File: src/rtl/core/jpe_pkg.sv
package jpe_pkg;

    localparam int unsigned DEG_W  = 4;
    localparam int unsigned X_W    = 32;
    localparam int unsigned AB_W   = 13;   // Q4.8 plus headroom for the +1 shift
    localparam int unsigned VAL_W  = 48;
    localparam int unsigned NUM_W  = 52;
    localparam int unsigned ODATA_W = 56;

    localparam logic signed [63:0] LIM62 = 64'sh3FFF_FFFF_FFFF_FFFF;
    localparam logic signed [63:0] MAX48 = 64'sh0000_7FFF_FFFF_FFFF;
    localparam logic signed [63:0] MIN48 = -64'sh0000_8000_0000_0000;
    localparam logic signed [47:0] ONE_Q24 = 48'sh0000_0100_0000;

    localparam logic [1:0] REG_MAX_ORDER = 2'd0;
    localparam logic [1:0] REG_ALPHA     = 2'd1;
    localparam logic [1:0] REG_BETA      = 2'd2;
    localparam logic [1:0] REG_MODE      = 2'd3;

    localparam logic [1:0] MODE_POLY    = 2'd0;
    localparam logic [1:0] MODE_SHIFTED = 2'd1;

    typedef enum logic [1:0] {SH_9, SH_15, SH_30, SH_32} t_shift;

    typedef struct packed {
        logic [3:0]         max_order;
        logic signed [11:0] alpha;
        logic signed [11:0] beta;
        logic [1:0]         mode;
    } t_cfg;

    typedef struct packed {
        logic signed [31:0] x;
        logic signed [12:0] a;
        logic signed [12:0] b;
        logic signed [12:0] ab0;
        logic [3:0]         n;
        logic [3:0]         top;
        logic               deriv;
    } t_job;

    typedef enum logic [2:0] {
        ST_IDLE, ST_OUT, ST_DMUL, ST_P1, ST_NUM, ST_DIV, ST_GX, ST_T12
    } t_state;

endpackage

File: src/rtl/core/jpe_front.sv
module jpe_front #(
    parameter int unsigned NCAP = 15
) (
    input  logic                 i_clk,
    input  logic                 i_rst_n,
    input  logic                 i_s_tvalid,
    output logic                 o_s_tready,
    input  logic [31:0]          i_s_tdata,
    input  jpe_pkg::t_cfg        i_cfg,
    input  logic                 i_pop,
    output logic                 o_job_valid,
    output jpe_pkg::t_job        o_job
);

    jpe_pkg::t_job r_q [2];
    logic          r_wp, r_rp;
    logic [1:0]    r_cnt;
    jpe_pkg::t_job w_job;
    logic          w_push, w_pop;
    logic signed [12:0] w_a0, w_b0;

    always_comb begin
        w_a0      = 13'(i_cfg.alpha);
        w_b0      = 13'(i_cfg.beta);
        w_job.x   = $signed(i_s_tdata);
        w_job.ab0 = w_a0 + w_b0;
        if (i_cfg.mode == jpe_pkg::MODE_SHIFTED) begin
            w_job.a = w_a0 + 13'sd256;
            w_job.b = w_b0 + 13'sd256;
        end else begin
            w_job.a = w_a0;
            w_job.b = w_b0;
        end
        w_job.n     = (i_cfg.max_order > 4'(NCAP)) ? 4'(NCAP) : i_cfg.max_order;
        w_job.deriv = i_cfg.mode != jpe_pkg::MODE_POLY;
        if (!w_job.deriv) begin
            w_job.top = w_job.n;
        end else begin
            w_job.top = (w_job.n != 4'd0) ? w_job.n - 4'd1 : 4'd0;
        end
    end

    assign o_s_tready  = r_cnt != 2'd2;
    assign w_push      = i_s_tvalid && o_s_tready;
    assign w_pop       = i_pop && (r_cnt != 2'd0);
    assign o_job_valid = r_cnt != 2'd0;
    assign o_job       = r_q[r_rp];

    always_ff @(posedge i_clk) begin
        if (!i_rst_n) begin
            r_wp  <= 1'b0;
            r_rp  <= 1'b0;
            r_cnt <= '0;
        end else begin
            if (w_push) r_wp <= ~r_wp;
            if (w_pop)  r_rp <= ~r_rp;
            r_cnt <= r_cnt + 2'(w_push) - 2'(w_pop);
        end
    end

    always_ff @(posedge i_clk) begin
        if (w_push) r_q[r_wp] <= w_job;
    end

endmodule

File: config.mk
export PLATFORM = sky130hd
export DESIGN_NAME = jpe_front
export DESIGN_NICKNAME = d
export VERILOG_FILES = /design/src/rtl/core/jpe_pkg.sv /design/src/rtl/core/jpe_front.sv
export SDC_FILE = /design/constraint.sdc
export NUM_CORES = 1
export LEC_CHECK = 0
export BUFFER_PORTS_ARGS = -buffer_cell sky130_fd_sc_hd__buf_4
export CAP_MARGIN = 20
export CORE_UTILIZATION = 58
export CTS_CLUSTER_DIAMETER = 120
export DETAILED_ROUTE_END_ITERATION = 10
export PLACE_DENSITY = 0.85
export SYNTH_ARGS = -nofsm -noshare
export SYNTH_HDL_FRONTEND = slang
export SYNTH_SLANG_ARGS = --single-unit
File: constraint.sdc
create_clock -name i_clk -period 9.6 [get_ports i_clk]
set_clock_uncertainty 0.2 [all_clocks]
set_input_delay 1.92 -clock i_clk [delete_from_list [all_inputs] [get_ports i_clk]]
set_output_delay 1.92 -clock i_clk [all_outputs]
set_load 0.005 [all_outputs]
After elaboration in Yosys (flattened, before gate mapping). Memories as Yosys holds them, arrays and structs flattened. A register that Yosys moved wholly into a read port is not among the register bits. Index checks and enable logic that the tools add are counted.

ROM bits: 0. Word-level logic and storage cells: 28. Memories kept: 1. Output and inout bits: 82. Memory bits (writable): 160. Bits in latches: 0. Input bits: 66. Register bits: 4.

Memory list: r_q (words 2, width 80, read ports 1, clocked after memory_dff 1, write ports 1, RTL line jpe_front.sv:15) `jpe_pkg::t_job r_q [2];`.

Order comparisons: 1. Muxes and demuxes: 8. Reduce and logical (&&, ||, !) cells: 5. Add/sub/neg operators: 6. Multipliers: 0. Divide/modulo/power cells: 0. Bitwise operators: 2. Equality and inequality tests: 2. Shift-type cells: 0.

Operator list (number): $add 12x10->13 const B (2); $mux 26 (1); $add 12x12->13 (1); $mux 4 (3); $gt 4x4->1 const B (1); $mux 1 (4); $reduce_bool 2->1 (2); $reduce_bool 4->1 (1); $sub 4x1->4 const B (1); $add 2x1->2 (1); $eq 2x1->1 const B (1); $logic_and 1x1->1 (2); $ne 2x2->1 const B (1); $not 1->1 (2); $sub 2x1->2 (1).

Logic depth before layout (Yosys ltp).
Depth after elaboration: 5. Gate-level depth with buffers: 8. Mapped depth without buffers: 8.

Worst setup path before layout. OpenSTA, ideal clock, no wires.

Path kind: in2reg. Start: input i_s_tvalid. End: memory r_q[0][0] in the netlist's numbering, enable pin. Buffers on the path: 0. Stages: 2. Arrival: 5.359 ns. Data required time: 8.880 ns. Library setup time: 0.520 ns. Setup slack: 3.521 ns. Path through: nand2_1 nor2_1.

Cells in the longest elaborated chain, start to end: 3.

RTL lines: start, declared (RTL line jpe_front.sv:6) `input logic i_s_tvalid,`; $logic_and 1x1->1 (RTL line jpe_front.sv:44) `assign w_push = i_s_tvalid && o_s_tready;`; $mux 1 (RTL line jpe_front.sv:62) `if (w_push) r_q[r_wp] <= w_job;`; $mux 1 (implied by the code) (RTL line jpe_front.sv:62); end, declared (RTL line jpe_front.sv:15).

Every way passes these cells.

==> results.py <==
metrics = {
    "hold_path": {
        "hold_path_class": "flip-flop to flip-flop",
        "hold_depth": 2,
        "hold_start": "r_rp$_SDFFE_PN0P_",
    },
    "sta": {
        "worst_pin_slew_ps": 1080,
        "min_period_ps": 4250,
        "relSlewSlack_pct": 27.9,
        "maxSlewViolCount": 0,
        "finalSetupViolCount": 0,
        "finalHoldViolations": 0,
        "period_share_pct": 44.3,
        "fmax_mhz": 235,
        "rsz0062_at_grt": "false",
        "tns_ps": 0,
    },
    "cts": {
        "cts_buffers": 17,
        "cts_max_path_buffers": 2,
        "clk_root_buffer_cell": "clkbuf_16",
        "path_clk_slew_ps": 60,
        "tritoncts": "built",
        "cts_hold_buffers": 0,
        "cts_resized": 0,
        "cts_setup_buffers": 0,
        "clk_latency_ps": 410,
        "htreeDepth": 4,
        "cts_sinks": 165,
    },
    "floorplanning": {
        "coreArea_sq_mm": 0.0110,
        "fp.dieArea_sq_mm": 0.0120,
        "num_rows": 38,
        "ios": 148,
        "fp.dieH_microns": 110,
        "die_w_microns": 110,
        "start_util_pct": 60.8,
    },
    "final_layout": {
        "area_growth_pct": 28.2,
        "regArea_sq_mm": 0.00491,
        "drive_gt1_share_pct": 49.9,
        "diodes": 0,
        "multiInputGateArea_sq_mm": 0.00175,
        "layout.nets": 611,
        "fillers": 675,
    },
    "pwr": {
        "pwr-share-seq_pct": 45.5,
        "report.power.total_mw": 2.13,
        "ir_drop_uv": 141,
        "p_leak_nw": 3.22,
        "internal-power_mw": 1.61,
        "power.density_mw_per_mm2": 248,
        "clkPwrFrac_pct": 32.1,
        "swShare_pct": 24.7,
        "p_switching_mw": 0.526,
        "p_comb_share_pct": 22.4,
    },
    "worst_setup_path": {
        "cp_cell_sequence": "mux2_2 > buf_4",
        "slowest_delay_ps": 1040,
        "slowest_stage": "dfxtp_4",
        "worstSetupPathType": "flip-flop to primary output",
        "ff2ff_path_depth": 4,
        "r2r_slack_ps": 6990,
        "path_max_fanout": 80,
        "r2r-start": "r_cnt[0]$_SDFF_PN0_",
        "crit_arrival_ps": 2130,
        "worstPathRequired_ps": 7480,
        "start_kind": "flip-flop",
        "critical_path.endpoint_type": "primary output",
        "reg2reg_to": "r_q[0][39]$_DFFE_PP_",
    },
    "placement": {
        "hpwl_microns": 8080,
        "gp_congestion": 0.782,
        "io_buffers": 147,
    },
    "route": {
        "firstDrtPassIters": 4,
        "vias": 3757,
        "ant_nets": 0,
        "drt_iter0_markers": 165,
        "drc": 0,
        "viasPerCell": 5.52,
        "wire_per_inst_microns": 18.4,
        "drt_wl_total_microns": 12500,
    },
    "synthesis": {
        "netlist-cell-type-count": 38,
        "syn_inst": 371,
        "synthFlopType": "edfxtp_1",
        "yosysWarnings": 0,
        "syn-cell-area_sq_mm": 0.00671,
        "synth_seq_cells": 165,
        "syn_avg_cell_area_sq_um": 18.1,
        "syn-num-nets": 454,
        "async_flop_share_pct": 0,
        "synth_top_area_cell": "edfxtp_1",
        "ys_seq_area_share_pct": 73.1,
        "synth-edff-count": 160,
        "synthTopCellsByArea": "edfxtp_1 (72%), mux2_2 (14%), ha_1 (3.0%)",
        "synth_top_area_share_pct": 71.7,
    },
    "global_route": {
        "grt_usage_pct": 21.8,
        "grt_overflow": 0,
        "antenna_found_initial": 0,
        "grt_pass1_vias": 3729,
        "grt_pass1_wl_microns": 19000,
        "grt_max_degree": 81,
    },
    "flow_run": {
        "maxCapViolations": 0,
    },
    "status": {
        "status": "finished clean",
    },
}
worst max path at each step:
stage | endpoint | cells after the start
floorplan | r_q[0][0]$_DFFE_PP_ | 2
global placement | r_q[0][19]$_DFFE_PP_ | 8
detailed placement | r_q[0][19]$_DFFE_PP_ | 8
CTS | o_job[35] | 2
global route | o_job[35] | 2
finish | o_job[35] | 2
layout make-up:
class                      count  share of cell area [%]
clock buffer                  21                    5.24
clock inverter                11                    1.79
timing repair buffer         149                    13.2
inverter                       6                   0.262
multi-input combinational    189                    20.3
sequential                   165                    57.1
tap                          140                    2.04
cell families (layout without fill, tap and decap cells):
| family | after synthesis | in the layout | share of synthesized area [%] |
|---|---|---|---|
| flip-flops | 165 | 165 | 73.1 |
| AND/OR/NAND/NOR | 44 | 44 | 3.43 |
| XOR/XNOR | 18 | 18 | 2.35 |
| AO/OA/AOI/OAI | 27 | 27 | 2.84 |
| multiplexers | 83 | 83 | 13.9 |
| adder cells (fa/ha/maj) | 17 | 17 | 3.28 |
| buffers and inverters | 17 | 187 | 1.01 |
layer usage:
metal	up-vias	share of wire, %	GRT usage [%]
li1	1761	-	-
met1	1836	41	26.5
met2	140	51	37.3
met3	20	7.1	5.69
met4	0	1.7	8.29
met5	-	0	0
synthesized netlist by cell type (2+ instances only):
master and n:
dfxtp_1 5, a21o_1 3, nand4_1 3, o21ai_0 3, nand2b_1 2, xor2_1 6, and3_1 2, ha_1 16
o211ai_1 3, inv_1 6, clkbuf_1 10, and2_1 4, edfxtp_1 160, xnor2_1 12, a31oi_1 2, nor3_1 4
a21oi_1 7, mux2_2 83, nor2b_1 4, nand3_1 3, nor2_1 10, nand2_1 7
registers in the layout, indices dropped and copies added, names as in the netlist, named ones only:
signal,flops
r_cnt,2
r_rp,1
r_wp,1
r_q,160
worst max-delay path, delay by kind of cell, from the launching register on:
family | cells | cell delay [ps]
flip-flops | 1 | 1040
multiplexers | 1 | 450
buffers and inverters | 1 | 150
per-stage QoR:
| step | instances | util (%) | worst slack [ps] | cell area (sq um) | hold slack [ps] |
|---|---|---|---|---|---|
| after floorplan | 371 | - | 3520 | 6710 | 304 |
| after global placement | 648 | 72.2 | 5400 | 7960 | 319 |
| after detailed placement | 648 | 72.2 | 5380 | 7960 | 322 |
| after CTS | 680 | 77.7 | 5320 | 8570 | 355 |
| after global routing | 681 | 77.9 | 5260 | 8590 | 402 |
| final | 681 | 77.9 | 5350 | 8590 | 349 |
power by group through the flow:
stage	clock network [mW]	registers [mW]	logic (mW)
final	0.685	0.970	0.478
after floorplan	0	0.943	0.274
after CTS	0.692	0.974	0.481
after global routing	0.723	0.982	0.518
after global placement	0	0.981	0.465
after detailed placement	0	0.987	0.476
cell usage in the layout (no fill, tap or decap), types with 2 or more instances in the layout:
master,instances
xor2_1,6
o211ai_1,3
o21ai_0,3
edfxtp_1,160
nor2b_1,4
clkinv_4,4
nand3_1,3
bufinv_16,3
nand2b_1,2
dfxtp_1,4
clkbuf_1,3
a31oi_1,2
a21oi_1,7
nand4_1,3
buf_4,148
clkbuf_16,17
xnor2_1,12
clkinvlp_4,2
mux2_2,83
and2_1,4
nor2_1,9
nand2_1,7
inv_1,6
a21o_1,3
ha_1,16
nor3_1,4
No activity file was read; power rests on OpenSTA's default activity.
